**config.mk**
```make
export PLATFORM = sky130hd
export DESIGN_NAME = stepper_ramp_jog_controller
export DESIGN_NICKNAME = d
export VERILOG_FILES = /design/src/rtl/srjc_pkg.sv /design/src/rtl/srjc_filter.sv /design/src/rtl/srjc_motion.sv /design/src/rtl/srjc_seq.sv /design/src/rtl/stepper_ramp_jog_controller.sv
export SDC_FILE = /design/constraint.sdc
export NUM_CORES = 1
export LEC_CHECK = 0
export BUFFER_PORTS_ARGS = -buffer_cell sky130_fd_sc_hd__clkbuf_2
export CORE_MARGIN = 3
export CORE_UTILIZATION = 49
export CTS_CLUSTER_DIAMETER = 120
export DETAILED_ROUTE_END_ITERATION = 12
export GPL_TIMING_DRIVEN = 0
export HOLD_SLACK_MARGIN = 0.02
export PLACE_DENSITY = 0.69
export SYNTH_ARGS = -nofsm -noshare
export SYNTH_HDL_FRONTEND = slang
export SYNTH_HIERARCHICAL = 1
export SYNTH_SLANG_ARGS = --single-unit
```
**constraint.sdc**
```tcl
create_clock -name clk -period 9.1 [get_ports clk]
set_input_delay 0.455 -clock clk [delete_from_list [all_inputs] [get_ports clk]]
set_output_delay 0.455 -clock clk [all_outputs]
set_load 0.01 [all_outputs]
```
**src/rtl/srjc_pkg.sv**
```systemverilog
`default_nettype none
// ----------------------------------------------------------------------------
// Stepper ramp jog controller package
// Shared types, register indexes and reset values of the controller.
// ----------------------------------------------------------------------------
package srjc_pkg;

	localparam int unsigned RegIdxW = 3;
	localparam int unsigned CfgDataW = 12;
	localparam int unsigned FiltW = 10;
	localparam int unsigned SpeedW = 12;
	localparam int unsigned PhaseW = 13;
	localparam int unsigned SampleW = 10;

	localparam logic [RegIdxW-1:0] REG_PUSH_TICKS = 3'd0;
	localparam logic [RegIdxW-1:0] REG_HOLD_TICKS = 3'd1;
	localparam logic [RegIdxW-1:0] REG_ACCEL_STEP = 3'd2;
	localparam logic [RegIdxW-1:0] REG_PHASE_WRAP = 3'd3;
	localparam logic [RegIdxW-1:0] REG_RAMP_INTERVAL = 3'd4;
	localparam logic [RegIdxW-1:0] REG_SAMPLE_INTERVAL = 3'd5;
	localparam logic [RegIdxW-1:0] REG_SPEED_OFFSET = 3'd6;

	localparam logic [9:0] RST_PUSH_TICKS = 10'd100;
	localparam logic [9:0] RST_HOLD_TICKS = 10'd1000;
	localparam logic [7:0] RST_ACCEL_STEP = 8'd5;
	localparam logic [11:0] RST_PHASE_WRAP = 12'd1500;
	localparam logic [3:0] RST_RAMP_INTERVAL = 4'd10;
	localparam logic [9:0] RST_SAMPLE_INTERVAL = 10'd500;
	localparam logic [11:0] RST_SPEED_OFFSET = 12'd200;

	localparam logic [SpeedW-1:0] SPEED_MAX = 12'd4095;

	typedef enum logic [1:0] {
		SEQ_IDLE = 2'd0,
		SEQ_ACCEL = 2'd1,
		SEQ_DECEL = 2'd2
	} seq_step_t;

	typedef enum logic [2:0] {
		RUN_STOP = 3'd0,
		RUN_FWD_PUSH = 3'd1,
		RUN_FWD_HOLD = 3'd2,
		RUN_BWD_PUSH = 3'd3,
		RUN_BWD_HOLD = 3'd4
	} run_mode_t;

	typedef enum logic [1:0] {
		RAMP_NONE = 2'd0,
		RAMP_UP = 2'd1,
		RAMP_DOWN = 2'd2
	} ramp_sign_t;

	typedef struct packed {
		logic [9:0] push_ticks;
		logic [9:0] hold_ticks;
		logic [7:0] accel_step;
		logic [11:0] phase_wrap;
		logic [3:0] ramp_interval;
		logic [9:0] sample_interval;
		logic [11:0] speed_offset;
	} cfg_t;

	typedef struct packed {
		logic [FiltW-1:0] filt;
		logic stat;
		logic hold;
	} btn_t;

	typedef struct packed {
		logic [PhaseW-1:0] phase;
		logic [SpeedW-1:0] speed;
		logic [3:0] ramp_cnt;
		logic [SampleW-1:0] sample_cnt;
		logic [SpeedW-1:0] limit;
		logic step_pin;
	} motion_t;

	typedef struct packed {
		seq_step_t step;
		run_mode_t run;
		ramp_sign_t sign;
		logic [SpeedW-1:0] speed;
		logic dir;
		logic en;
	} seq_t;

endpackage

`default_nettype wire

```
**src/rtl/srjc_filter.sv**
```systemverilog
`default_nettype none
// ----------------------------------------------------------------------------
// Button filter
// Counts a button up while active and down while idle, raising the pressed
// and hold flags and reporting a push when a long enough press ends.
// ----------------------------------------------------------------------------
module srjc_filter (
	input  wire logic                 act,
	input  wire logic [9:0]           push_ticks,
	input  wire logic [9:0]           hold_ticks,
	input  wire srjc_pkg::btn_t       cur,
	output srjc_pkg::btn_t            nxt,
	output logic                      push
);
	import srjc_pkg::*;

	logic [FiltW-1:0] inc;

	assign inc = cur.filt + 10'd1;

	always_comb begin
		nxt = cur;
		push = 1'b0;
		if (act) begin
			if (cur.filt < hold_ticks) begin
				nxt.filt = inc;
				if (inc >= push_ticks) begin
					nxt.stat = 1'b1;
				end
			end else begin
				nxt.hold = 1'b1;
			end
		end else if (cur.filt > push_ticks) begin
			nxt.filt = push_ticks;
			push = cur.stat;
		end else if (cur.filt != '0) begin
			nxt.filt = cur.filt - 10'd1;
		end else begin
			nxt.stat = 1'b0;
			nxt.hold = 1'b0;
		end
	end

endmodule

`default_nettype wire

```
**src/rtl/srjc_motion.sv**
```systemverilog
`default_nettype none
// ----------------------------------------------------------------------------
// Motion datapath
// Phase accumulator with step pin toggle, periodic speed ramp with clamping
// and periodic re-latch of the speed limit from the sample.
// ----------------------------------------------------------------------------
module srjc_motion (
	input  wire srjc_pkg::cfg_t       cfg,
	input  wire srjc_pkg::ramp_sign_t sign,
	input  wire logic [9:0]           sample,
	input  wire srjc_pkg::motion_t    cur,
	output srjc_pkg::motion_t         nxt
);
	import srjc_pkg::*;

	logic [PhaseW:0] phase_sum;
	logic [PhaseW:0] phase_sub;
	logic signed [SpeedW+1:0] ramp_s;
	logic signed [SpeedW+1:0] limit_s;
	logic [SpeedW:0] lim_sum;
	logic [3:0] ramp_base;
	logic [SampleW-1:0] sample_base;

	assign phase_sum = {1'b0, cur.phase} + {2'b00, cur.speed};
	assign phase_sub = phase_sum - {2'b00, cfg.phase_wrap};
	assign limit_s = $signed({2'b00, cur.limit});
	assign lim_sum = {3'b000, sample} + {1'b0, cfg.speed_offset};

	always_comb begin
		nxt = cur;

		if (cur.speed != '0) begin
			if (phase_sum > {2'b00, cfg.phase_wrap}) begin
				nxt.phase = phase_sub[PhaseW-1:0];
				nxt.step_pin = ~cur.step_pin;
			end else begin
				nxt.phase = phase_sum[PhaseW-1:0];
			end
		end else begin
			nxt.phase = '0;
		end

		ramp_s = $signed({2'b00, cur.speed});
		ramp_base = cur.ramp_cnt;
		if (cur.ramp_cnt == cfg.ramp_interval) begin
			case (sign)
				RAMP_UP: ramp_s = ramp_s + $signed({6'b000000, cfg.accel_step});
				RAMP_DOWN: ramp_s = ramp_s - $signed({6'b000000, cfg.accel_step});
				default: ramp_s = ramp_s;
			endcase
			if (ramp_s >= limit_s) begin
				ramp_s = limit_s;
			end
			if (ramp_s < 0) begin
				ramp_s = '0;
			end
			nxt.speed = ramp_s[SpeedW-1:0];
			ramp_base = '0;
		end
		nxt.ramp_cnt = ramp_base + 4'd1;

		sample_base = cur.sample_cnt;
		if (cur.sample_cnt >= cfg.sample_interval) begin
			nxt.limit = lim_sum[SpeedW] ? SPEED_MAX : lim_sum[SpeedW-1:0];
			sample_base = '0;
		end
		nxt.sample_cnt = sample_base + 10'd1;
	end

endmodule

`default_nettype wire

```
**src/rtl/srjc_seq.sv**
```systemverilog
`default_nettype none
// ----------------------------------------------------------------------------
// Run sequencer
// Idle, accelerating and decelerating steps. One pass with this tick's
// pushes, then further passes without pushes until the step settles.
// ----------------------------------------------------------------------------
module srjc_seq (
	input  wire logic             fpush,
	input  wire logic             bpush,
	input  wire logic             fhold,
	input  wire logic             bhold,
	input  wire logic             rhold,
	input  wire srjc_pkg::seq_t   cur,
	output srjc_pkg::seq_t        nxt
);
	import srjc_pkg::*;

	function automatic seq_t seq_once(seq_t st, logic fp, logic bp, logic fh, logic bh,
			logic rh);
		seq_t r;
		r = st;
		case (st.step)
			SEQ_IDLE: begin
				r.run = RUN_STOP;
				if (fp) r.run = RUN_FWD_PUSH;
				if (bp) r.run = RUN_BWD_PUSH;
				if (fh) r.run = RUN_FWD_HOLD;
				if (bh) r.run = RUN_BWD_HOLD;
				if (r.run != RUN_STOP) begin
					r.dir = (r.run inside {RUN_FWD_PUSH, RUN_FWD_HOLD});
					r.en = 1'b1;
					r.speed = '0;
					r.sign = RAMP_UP;
					r.step = SEQ_ACCEL;
				end else begin
					r.en = ~rh;
				end
			end
			SEQ_ACCEL: begin
				if (((st.run == RUN_FWD_PUSH || st.run == RUN_BWD_PUSH) && (fp || bp))
						|| (st.run == RUN_FWD_HOLD && !fh)
						|| (st.run == RUN_BWD_HOLD && !bh)) begin
					r.sign = RAMP_DOWN;
					r.step = SEQ_DECEL;
				end
			end
			SEQ_DECEL: begin
				if (st.speed == '0) begin
					r.sign = RAMP_NONE;
					r.step = SEQ_IDLE;
				end
			end
			default: begin
				r.step = SEQ_IDLE;
			end
		endcase
		return r;
	endfunction

	seq_t first;
	seq_t pass;
	logic active;

	assign first = seq_once(cur, fpush, bpush, fhold, bhold, rhold);

	always_comb begin
		nxt = first;
		active = 1'b1;
		for (int i = 0; i < 4; i++) begin
			if (active) begin
				pass = seq_once(nxt, 1'b0, 1'b0, fhold, bhold, rhold);
				if (pass.step == nxt.step) begin
					active = 1'b0;
				end
				nxt = pass;
			end else begin
				pass = nxt;
			end
		end
	end

endmodule

`default_nettype wire

```
**src/rtl/stepper_ramp_jog_controller.sv**
```systemverilog
`default_nettype none
// ----------------------------------------------------------------------------
// Stepper ramp jog controller
// Each request is one step tick carrying the forward, backward and release
// inputs and a speed sample. The block filters the buttons into push and
// hold events, drives the step, direction and enable pins and ramps the
// speed between zero and a limit taken from the sample plus an offset.
//
// The input channel takes one request per cycle. All work for a tick is done
// in the cycle of acceptance, and the controller state registers double as
// the result register, so the result appears in the cycle after acceptance.
// A new request is taken whenever the result slot is empty or is being
// taken in the same cycle, giving one tick per clock with the receiver
// ready. When the receiver stalls, the result holds and the input stalls
// with it. Configuration writes through the write port take effect at once.
// Reset loads the default register values, clears the filters, flags,
// counters, speed and phase, drives all pins low and sets the limit to the
// default offset.
// ----------------------------------------------------------------------------
module stepper_ramp_jog_controller (
	input  wire logic                            clk,
	input  wire logic                            arst_n,
	input  wire logic                            write_enable,
	input  wire logic [srjc_pkg::RegIdxW-1:0]    write_index,
	input  wire logic [srjc_pkg::CfgDataW-1:0]   write_data,
	input  wire logic                            in_valid,
	output logic                                 in_ready,
	input  wire logic                            forward_pressed,
	input  wire logic                            backward_pressed,
	input  wire logic                            release_active,
	input  wire logic [9:0]                      speed_sample,
	output logic                                 out_valid,
	input  wire logic                            out_ready,
	output logic                                 step_level,
	output logic                                 direction_forward,
	output logic                                 driver_enable,
	output logic [11:0]                          current_speed
);
	import srjc_pkg::*;

	cfg_t cfg_q;
	motion_t mot_q;
	motion_t mot_nxt;
	btn_t fwd_q;
	btn_t fwd_nxt;
	btn_t bwd_q;
	btn_t bwd_nxt;
	logic [FiltW-1:0] rel_filt_q;
	logic [FiltW-1:0] rel_filt_nxt;
	logic rhold_q;
	logic rhold_nxt;
	logic fpush;
	logic bpush;
	seq_step_t step_q;
	run_mode_t run_q;
	ramp_sign_t sign_q;
	logic dir_q;
	logic en_q;
	logic out_valid_q;
	logic acc;
	seq_t seq_cur;
	seq_t seq_nxt;

	assign in_ready = ~out_valid_q | out_ready;
	assign acc = in_valid & in_ready;

	always_ff @(posedge clk or negedge arst_n) begin
		if (!arst_n) begin
			cfg_q.push_ticks <= RST_PUSH_TICKS;
			cfg_q.hold_ticks <= RST_HOLD_TICKS;
			cfg_q.accel_step <= RST_ACCEL_STEP;
			cfg_q.phase_wrap <= RST_PHASE_WRAP;
			cfg_q.ramp_interval <= RST_RAMP_INTERVAL;
			cfg_q.sample_interval <= RST_SAMPLE_INTERVAL;
			cfg_q.speed_offset <= RST_SPEED_OFFSET;
		end else if (write_enable) begin
			case (write_index)
				REG_PUSH_TICKS: cfg_q.push_ticks <= write_data[9:0];
				REG_HOLD_TICKS: cfg_q.hold_ticks <= write_data[9:0];
				REG_ACCEL_STEP: cfg_q.accel_step <= write_data[7:0];
				REG_PHASE_WRAP: cfg_q.phase_wrap <= write_data[11:0];
				REG_RAMP_INTERVAL: cfg_q.ramp_interval <= write_data[3:0];
				REG_SAMPLE_INTERVAL: cfg_q.sample_interval <= write_data[9:0];
				REG_SPEED_OFFSET: cfg_q.speed_offset <= write_data[11:0];
				default: cfg_q <= cfg_q;
			endcase
		end
	end

	srjc_motion u_motion (
		.cfg    (cfg_q),
		.sign   (sign_q),
		.sample (speed_sample),
		.cur    (mot_q),
		.nxt    (mot_nxt)
	);

	srjc_filter u_fwd_filter (
		.act        (forward_pressed),
		.push_ticks (cfg_q.push_ticks),
		.hold_ticks (cfg_q.hold_ticks),
		.cur        (fwd_q),
		.nxt        (fwd_nxt),
		.push       (fpush)
	);

	srjc_filter u_bwd_filter (
		.act        (backward_pressed),
		.push_ticks (cfg_q.push_ticks),
		.hold_ticks (cfg_q.hold_ticks),
		.cur        (bwd_q),
		.nxt        (bwd_nxt),
		.push       (bpush)
	);

	always_comb begin
		rel_filt_nxt = rel_filt_q;
		rhold_nxt = rhold_q;
		if (release_active) begin
			if (rel_filt_q < cfg_q.push_ticks) begin
				rel_filt_nxt = rel_filt_q + 10'd1;
			end else begin
				rhold_nxt = 1'b1;
			end
		end else if (rel_filt_q != '0) begin
			rel_filt_nxt = rel_filt_q - 10'd1;
		end else begin
			rhold_nxt = 1'b0;
		end
	end

	always_comb begin
		seq_cur.step = step_q;
		seq_cur.run = run_q;
		seq_cur.sign = sign_q;
		seq_cur.speed = mot_nxt.speed;
		seq_cur.dir = dir_q;
		seq_cur.en = en_q;
	end

	srjc_seq u_seq (
		.fpush (fpush),
		.bpush (bpush),
		.fhold (fwd_nxt.hold),
		.bhold (bwd_nxt.hold),
		.rhold (rhold_nxt),
		.cur   (seq_cur),
		.nxt   (seq_nxt)
	);

	always_ff @(posedge clk or negedge arst_n) begin
		if (!arst_n) begin
			mot_q.phase <= '0;
			mot_q.speed <= '0;
			mot_q.ramp_cnt <= '0;
			mot_q.sample_cnt <= '0;
			mot_q.limit <= RST_SPEED_OFFSET;
			mot_q.step_pin <= 1'b0;
			fwd_q <= '0;
			bwd_q <= '0;
			rel_filt_q <= '0;
			rhold_q <= 1'b0;
			step_q <= SEQ_IDLE;
			run_q <= RUN_STOP;
			sign_q <= RAMP_NONE;
			dir_q <= 1'b0;
			en_q <= 1'b0;
		end else if (acc) begin
			mot_q.phase <= mot_nxt.phase;
			mot_q.speed <= seq_nxt.speed;
			mot_q.ramp_cnt <= mot_nxt.ramp_cnt;
			mot_q.sample_cnt <= mot_nxt.sample_cnt;
			mot_q.limit <= mot_nxt.limit;
			mot_q.step_pin <= mot_nxt.step_pin;
			fwd_q <= fwd_nxt;
			bwd_q <= bwd_nxt;
			rel_filt_q <= rel_filt_nxt;
			rhold_q <= rhold_nxt;
			step_q <= seq_nxt.step;
			run_q <= seq_nxt.run;
			sign_q <= seq_nxt.sign;
			dir_q <= seq_nxt.dir;
			en_q <= seq_nxt.en;
		end
	end

	always_ff @(posedge clk or negedge arst_n) begin
		if (!arst_n) begin
			out_valid_q <= 1'b0;
		end else if (acc) begin
			out_valid_q <= 1'b1;
		end else if (out_ready) begin
			out_valid_q <= 1'b0;
		end
	end

	assign out_valid = out_valid_q;
	assign step_level = mot_q.step_pin;
	assign direction_forward = dir_q;
	assign driver_enable = en_q;
	assign current_speed = mot_q.speed;

	a_run_enabled: assert property (@(posedge clk) disable iff (!arst_n)
		(step_q == SEQ_ACCEL || step_q == SEQ_DECEL) |-> en_q)
		else $error("driver disabled while a run is in progress");

	a_idle_no_ramp: assert property (@(posedge clk) disable iff (!arst_n)
		(step_q == SEQ_IDLE) |-> (sign_q == RAMP_NONE))
		else $error("ramp active while the sequencer is idle");

	a_phase_cleared: assert property (@(posedge clk) disable iff (!arst_n)
		(acc && mot_q.speed == '0) |=> (mot_q.phase == '0))
		else $error("phase not cleared at zero speed");

	a_full_stall: assert property (@(posedge clk) disable iff (!arst_n)
		(out_valid_q && !out_ready) |=> ($stable(mot_q) && $stable(step_q)))
		else $error("controller state changed while the result was stalled");

endmodule

`default_nettype wire
```
==> flow_metrics.py, run 1 <==
metrics = {
    "sta": {
        "max_slew_margin": 0.284,
        "setup-violations-final": 0,
        "fmax_mhz": 157,
        "worst_pin_slew_ps": 1070,
        "fin_setup_tns_ps": 0,
        "slew_viol_final": 0,
        "post-route-period-util": 0.699,
        "skew_ps": 10.1,
        "finalHoldViolCount": 0,
        "timing.hold.ws_ps": 1.42,
        "layout_setup_ws_ps": 2740,
        "rsz0062_at_grt": "false",
        "period_needed_ps": 6360,
    },
    "cells_and_area": {
        "finish.utilization": 0.548,
        "drive_gt1_frac": 0.217,
        "nets": 1805,
        "area.growth.synth_to_final_pct": 9.17,
    },
    "die": {
        "rows": 62,
        "initial_core_util": 0.502,
        "dieArea_um2": 31800,
        "die_y_um": 178,
        "core_um2": 28900,
        "num_io_pins": 50,
        "die-width_um": 178,
    },
    "logic_synthesis": {
        "synth_commonest_cells": "155 x ha_1, 153 x mux2_2, 134 x inv_1",
        "mappedNetlistArea_um2": 14500,
        "syn_avg_cell_area_um2": 9.41,
        "synth_ff_type": "dfrtp_1",
        "ys_seq_area_frac": 0.283,
        "synth_edf_count": 0,
        "synth_seq_cells": 163,
        "yosysWarningCount": 6,
        "synth_nets": 1739,
        "synth_async_sr_flop_share": 1.00,
        "synth_most_common_cell": "ha_1",
        "synth_cells": 1545,
        "synth_top_area_share": 0.226,
        "netlist.top_cell.by_area": "dfrtp_1",
        "synth_cell_types": 97,
        "netlist_top_cells_area": "dfrtp_1 23%, ha_1 13%, mux2_2 12%, dfstp_2 5.8%, mux2i_1 3.9%",
    },
    "worst_setup_path": {
        "crit_start": "current_speed[1]",
        "r2r-start": "current_speed[1]",
        "end_kind": "flip-flop",
        "worst-path-buf-inv": 3,
        "critPathArrivalTime_ps": 6670,
        "path_class": "flip-flop to flip-flop",
        "path_cells": "ha_1 -> nor2b_1 -> o211ai_1 -> a2111oi_1 -> o21ai_0 -> a21o_1 -> a211o_1 -> ha_1 -> nor3_1 -> nand2_1 -> o211ai_1 -> o221ai_2 -> buf_4 -> a32oi_1 -> o31ai_1 -> nor4_1 -> and3_2 -> buf_6 -> o21ai_0 -> clkbuf_1 -> and2_1 -> mux2_2",
        "slowest_stage": "dfrtp_1",
        "critPathMaxFanout": 11,
        "cp_top_family": "compound AO/OA/AOI/OAI gates",
        "worstPathRequired_ps": 9410,
        "critPathMaxStageDelay_ps": 720,
        "crit_path_start_kind": "flip-flop",
        "reg2reg_slack_ps": 2740,
    },
    "routing": {
        "drtPass1Iterations": 5,
        "drtIter0Drc": 939,
        "vias_per_cell": 5.97,
        "ant_nets": 0,
        "wl_per_cell_um": 19.1,
        "wl_um": 38500,
        "drc": 0,
        "vias": 12000,
    },
    "clock_network": {
        "holdBufCountCts": 0,
        "cts.sinks": 163,
        "htree_levels": 4,
        "clk_latency_ps": 430,
        "numCtsBuffers": 17,
        "clk_pin_slew_ps": 80,
        "cts_tree": "yes",
        "post-cts-setup-buffer-count": 0,
        "ctsResizeCount": 0,
        "root_buffer": "clkbuf_16",
        "cts_buffer_depth": 2,
    },
    "placed_design": {
        "place_congestion": 0.908,
        "port_buffers": 46,
        "hpwl_um": 29100,
        "pre_cts_ws_ps": 3010,
    },
    "grt": {
        "antenna_found_initial": 1,
        "grt_max_degree": 98,
        "grt_pass1_wl_um": 61600,
        "grt_pass1_vias": 11700,
        "grt_remaining_overflow": 0,
        "grt.total_usage": 0.245,
    },
    "min_path": {
        "worstHoldPathType": "input port to async pin",
    },
    "outcome": {
        "status": "completed",
    },
    "power_and_ir_drop": {
        "irDropWorstVdd_uv": 218,
        "power_density_nw_per_um2": 342,
        "leakagePower_nw": 7.34,
        "power_w": 0.00542,
    },
    "job": {
        "maxCapViolCount": 0,
    },
}
-- logic make-up (layout without fill, tap and decap cells) --
kind of cell / count (synthesis) / in the layout / synth area share
multiplexers: 212 / 212 / 0.160
other: 0 / 1 / 0
AO/OA/AOI/OAI: 314 / 314 / 0.155
XOR/XNOR: 86 / 86 / 0.0518
adder cells (fa/ha/maj): 161 / 161 / 0.142
buffers and inverters: 208 / 287 / 0.0627
flip-flops: 163 / 163 / 0.283
AND/OR/NAND/NOR: 401 / 401 / 0.145
-- per-layer routing --
metal  routed length, um  GRT usage  vias to the layer above  share of wire
li1                    -          -                     5720              -
met1               17800      0.342                     5867           0.46
met2               17600      0.393                      366           0.46
met3                2110     0.0355                       50          0.055
met4                 877     0.0744                        0          0.023
met5                   0          0                        -              0
-- final cells by class --
cell class / instances / area (um2)
fill: 2626 / 13100
multi-input combinational: 1174 / 9510
sequential: 163 / 4120
inverter: 134 / 503
tap: 384 / 480
clock buffer: 18 / 439
buffer: 74 / 409
timing repair buffer: 47 / 267
clock inverter: 14 / 144
antenna: 1 / 2.50
-- metrics by stage --
stage / cell area, um2 / std cells
after CTS: 15900 / 2008
after global routing: 15900 / 2009
after detailed placement: 15300 / 1976
after floorplan: 14500 / 1545
after global placement: 15200 / 1975
final: 15900 / 2009
-- state kept, by name, summed over array words and instances (netlist names), 2 cells and up --
signal / flops
cfg_q: 66
rel_filt_q: 10
mot_q: 39
fwd_q: 12
current_speed: 12
sign_q: 2
step_q: 2
bwd_q: 12
run_q: 3
-- where the power goes --
group / switching (W) / internal, W
clock: 0.000342 / 0.000394
sequential: 0.000302 / 0.000991
combinational: 0.00183 / 0.00156
-- worst paths after layout --
check / cells past startpoint / to
min in group clk: 2 / cfg_q[37]
min reg2reg: 1 / cfg_q[13]
min: 1 / cfg_q[43]
max: 22 / current_speed[9]
max in group asynchronous: 2 / cfg_q[51]
max reg2reg: 22 / current_speed[9]
-- layout by cell type, fill, tap and decap left out, drive strengths merged, types with 19 or more instances in the layout --
cell | netlist | final
a21oi | 55 | 55
mux2i | 57 | 57
nand2 | 82 | 82
mux2 | 155 | 155
nand3 | 45 | 45
nand2b | 26 | 26
xnor2 | 42 | 42
a21o | 19 | 19
and3 | 19 | 19
dfrtp | 131 | 131
o21ai | 79 | 79
ha | 155 | 155
xor2 | 44 | 44
nor3 | 27 | 27
nor2 | 86 | 86
dfstp | 32 | 32
inv | 134 | 141
clkbuf | 25 | 89
buf | 49 | 50
Power figures use the tool's default switching activity.
==> inputs of run 2 (changes only) <==
--- a/config.mk
+++ b/config.mk
@@ -12,7 +12,7 @@
 export DETAILED_ROUTE_END_ITERATION = 12
 export GPL_TIMING_DRIVEN = 0
 export HOLD_SLACK_MARGIN = 0.02
-export PLACE_DENSITY = 0.69
+export PLACE_DENSITY = 0.72
 export SYNTH_ARGS = -nofsm -noshare
 export SYNTH_HDL_FRONTEND = slang
 export SYNTH_HIERARCHICAL = 1
==> constraint.sdc (replaced) <==
create_clock -name clk -period 5.6 [get_ports clk]
set_input_delay 0.28 -clock clk [delete_from_list [all_inputs] [get_ports clk]]
set_output_delay 0.28 -clock clk [all_outputs]
set_load 0.01 [all_outputs]
==> run 2 against run 1 <==
  * Cell count up 1.6%
  * Non-clock buffer count rose by 31
  * Sequential cell count unchanged
  * Global-route usage is 0.38 points lower
  * Maximum frequency rose by 14%
  * Critical path type unchanged
  * Highest routed layer unchanged
  * Setup slack got worse by 2700 ps
  * Clock-buffer cell count up 2
  * Register-to-register slack worse by 2700 ps
  * Via count rose by 1.5%
  * First-iteration DRC count grew 11%
==> flow_metrics.py, run 2 (same netlist as run 1, synthesis figures left out) <==
metrics = {
    "power_and_ir_drop": {
        "switching_share": 0.449,
        "irDropWorstVdd_uv": 372,
        "p_int_w": 0.00509,
        "p_switching_w": 0.00415,
        "leakagePower_nw": 7.55,
        "power_density_nw_per_um2": 564,
        "pwr-share-seq": 0.227,
        "p_clk_frac": 0.132,
        "combPwrFrac": 0.641,
    },
    "worst_setup_path": {
        "critPathArrivalTime_ps": 5910,
        "cp_top_family": "compound AO/OA/AOI/OAI gates",
        "critPathMaxFanout": 5,
        "critPathMaxStageDelay_ps": 570,
        "path_class": "flip-flop to flip-flop",
        "end_kind": "flip-flop",
        "slowest_stage": "dfstp_2",
        "worstPathRequired_ps": 5920,
        "worst-path-buf-inv": 2,
        "crit_path_start_kind": "flip-flop",
        "reg2reg_depth": 22,
        "cp_num_cells": 22,
        "path_cells": "ha_4 -> inv_2 -> fa_2 -> a21o_1 -> a21oi_2 -> nand2b_4 -> a22oi_2 -> o311a_1 -> or3_4 -> ha_4 -> o21a_1 -> o211ai_1 -> o221ai_4 -> buf_6 -> and3_4 -> a221o_1 -> nor4_4 -> and3_4 -> o21a_4 -> o22a_4 -> mux2_4 -> mux2_4",
    },
    "clock_network": {
        "numCtsBuffers": 17,
        "cts_buffer_depth": 2,
        "htree_levels": 4,
        "cts_tree": "yes",
        "clk_pin_slew_ps": 70,
        "clk_latency_ps": 430,
        "cts.sinks": 163,
        "root_buffer": "clkbuf_16",
    },
    "placed_design": {
        "place_congestion": 0.917,
        "pre_cts_ws_ps": -590,
        "hpwl_um": 28500,
        "port_buffers": 46,
    },
    "die": {
        "initial_core_util": 0.502,
        "dieArea_um2": 31800,
        "die-width_um": 178,
        "rows": 62,
        "num_io_pins": 50,
        "core_um2": 28900,
        "die_y_um": 178,
    },
    "cells_and_area": {
        "area.growth.synth_to_final_pct": 12.7,
        "nets": 1837,
        "layout_common_cells": "152 x mux2_2, 150 x ha_1, 133 x inv_1",
        "largest_reg_flops": 66,
        "reg_top3": "cfg_q: 66 flops, mot_q: 39 flops",
        "top_register": "cfg_q",
        "finish.utilization": 0.566,
        "layout_commonest_cell": "mux2_2",
        "drive_gt1_frac": 0.253,
        "num-fill-cells": 2507,
    },
    "routing": {
        "wl_um": 38500,
        "vias_per_cell": 5.97,
        "drtPass1Iterations": 5,
        "wl_per_cell_um": 18.9,
        "ant_nets": 0,
        "drc": 0,
        "vias": 12200,
        "drtIter0Drc": 1045,
    },
    "sta": {
        "period_needed_ps": 5590,
        "worst_pin_slew_ps": 1060,
        "skew_ps": 10.8,
        "max_slew_margin": 0.288,
        "setup-violations-final": 0,
        "fmax_mhz": 179,
        "layout_setup_ws_ps": 6.28,
        "finalHoldViolCount": 0,
        "rsz0062_at_grt": "true",
        "slew_viol_final": 0,
        "post-route-period-util": 0.999,
    },
    "grt": {
        "grt_remaining_overflow": 0,
        "antenna_found_initial": 1,
        "grt_max_degree": 95,
        "grt_pass1_vias": 11700,
        "grt.total_usage": 0.241,
        "grt_pass1_wl_um": 61000,
    },
    "min_path": {
        "worstHoldPathType": "input port to flip-flop",
        "worstHoldPathCells": 2,
    },
    "outcome": {
        "status": "completed",
    },
    "job": {
        "maxCapViolCount": 0,
    },
}
run 2: cell count changes in the layout (fill, tap and decap cells not counted), moves of 3 or more:
cell,change
buf_4,+25
dfrtp_1,-7
dfrtp_2,+7
buf_6,+6
ha_1,-5
o21ai_0,-5
nor4_1,-4
o21ai_1,+4
ha_2,+3
nor4_4,+3
run 2: final timing paths:
| kind | slack (ps) | from | end |
|---|---|---|---|
| worst max-delay path | 6 | cfg_q[38] | run_q[1] |
| worst min-delay path | 120 | in_valid | out_valid |
| worst max register to register | 6 | cfg_q[38] | run_q[1] |
| worst min register to register | 510 | step_q[0] | step_q[0] |
| max in group asynchronous | 4320 | arst_n | cfg_q[52] |
| min in group asynchronous | 410 | arst_n | cfg_q[42] |
run 2: power groups by stage:
| stage | Clock, W | Sequential (W) | Combinational (W) |
|---|---|---|---|
| after floorplan | 0 | 0.00192 | 0.00432 |
| final | 0.00122 | 0.00210 | 0.00592 |
| after CTS | 0.00124 | 0.00209 | 0.00551 |
| after global placement | 0 | 0.00210 | 0.00521 |
| after global routing | 0.00129 | 0.00215 | 0.00655 |
| after detailed placement | 0 | 0.00212 | 0.00536 |
run 2: final cells by class:
class | instances | area, um2 | area share
Antenna cell | 1 | 2.50 | 0.000153
Tap cell | 384 | 480 | 0.0293
Sequential cell | 163 | 4130 | 0.252
Timing Repair Buffer | 79 | 532 | 0.0325
Buffer | 73 | 408 | 0.0249
Clock inverter | 12 | 145 | 0.00886
Inverter | 134 | 503 | 0.0307
Clock buffer | 20 | 457 | 0.0279
Multi-Input combinational cell | 1175 | 9730 | 0.594
run 2: worst register-to-register path, cell delays in order (launching register included):
cell and delay, ps:
dfstp_2 570, ha_4 140, inv_2 40, fa_2 380
a21o_1 200, a21oi_2 170, nand2b_4 160, a22oi_2 90
o311a_1 350, or3_4 410, ha_4 240, o21a_1 100
o211ai_1 290, o221ai_4 220, buf_6 170, and3_4 160
a221o_1 310, nor4_4 320, and3_4 290, o21a_4 150
o22a_4 150, mux2_4 300, mux2_4 270
run 2: per-stage QoR:
step / std cells / instance area [um2] / power [W] / TNS [ps] / hold WS, ps
finish: 2041 / 16400 / 0.00924 / 0 / 125
global route: 2041 / 16400 / 0.0100 / -612 / 124
CTS: 2013 / 16000 / 0.00884 / 0 / 112
detailed placement: 1976 / 15300 / 0.00747 / -8510 / 329
global placement: 1975 / 15200 / 0.00731 / -6810 / 488
floorplan: 1545 / 14500 / 0.00624 / 0 / -15.6
run 2: per-layer routing:
| metal | GRT usage | up-vias | part of all wire |
|---|---|---|---|
| met1 | 0.346 | 5975 | 0.46 |
| li1 | - | 5776 | - |
| met5 | 0 | - | 0 |
| met4 | 0.0727 | 0 | 0.023 |
| met3 | 0.0285 | 55 | 0.058 |
| met2 | 0.381 | 382 | 0.46 |
run 2: what timing repair did:
action | 4_1_cts | 5_1_grt
endpoints found under the setup margin | 20 | 17
endpoints found under the hold margin | 56 | 0
gates resized for setup | 21 | 44
hold buffers | 1 | 0
pin swaps | 8 | 19
buffers inserted | 4 | 26
cloned | 0 | 2
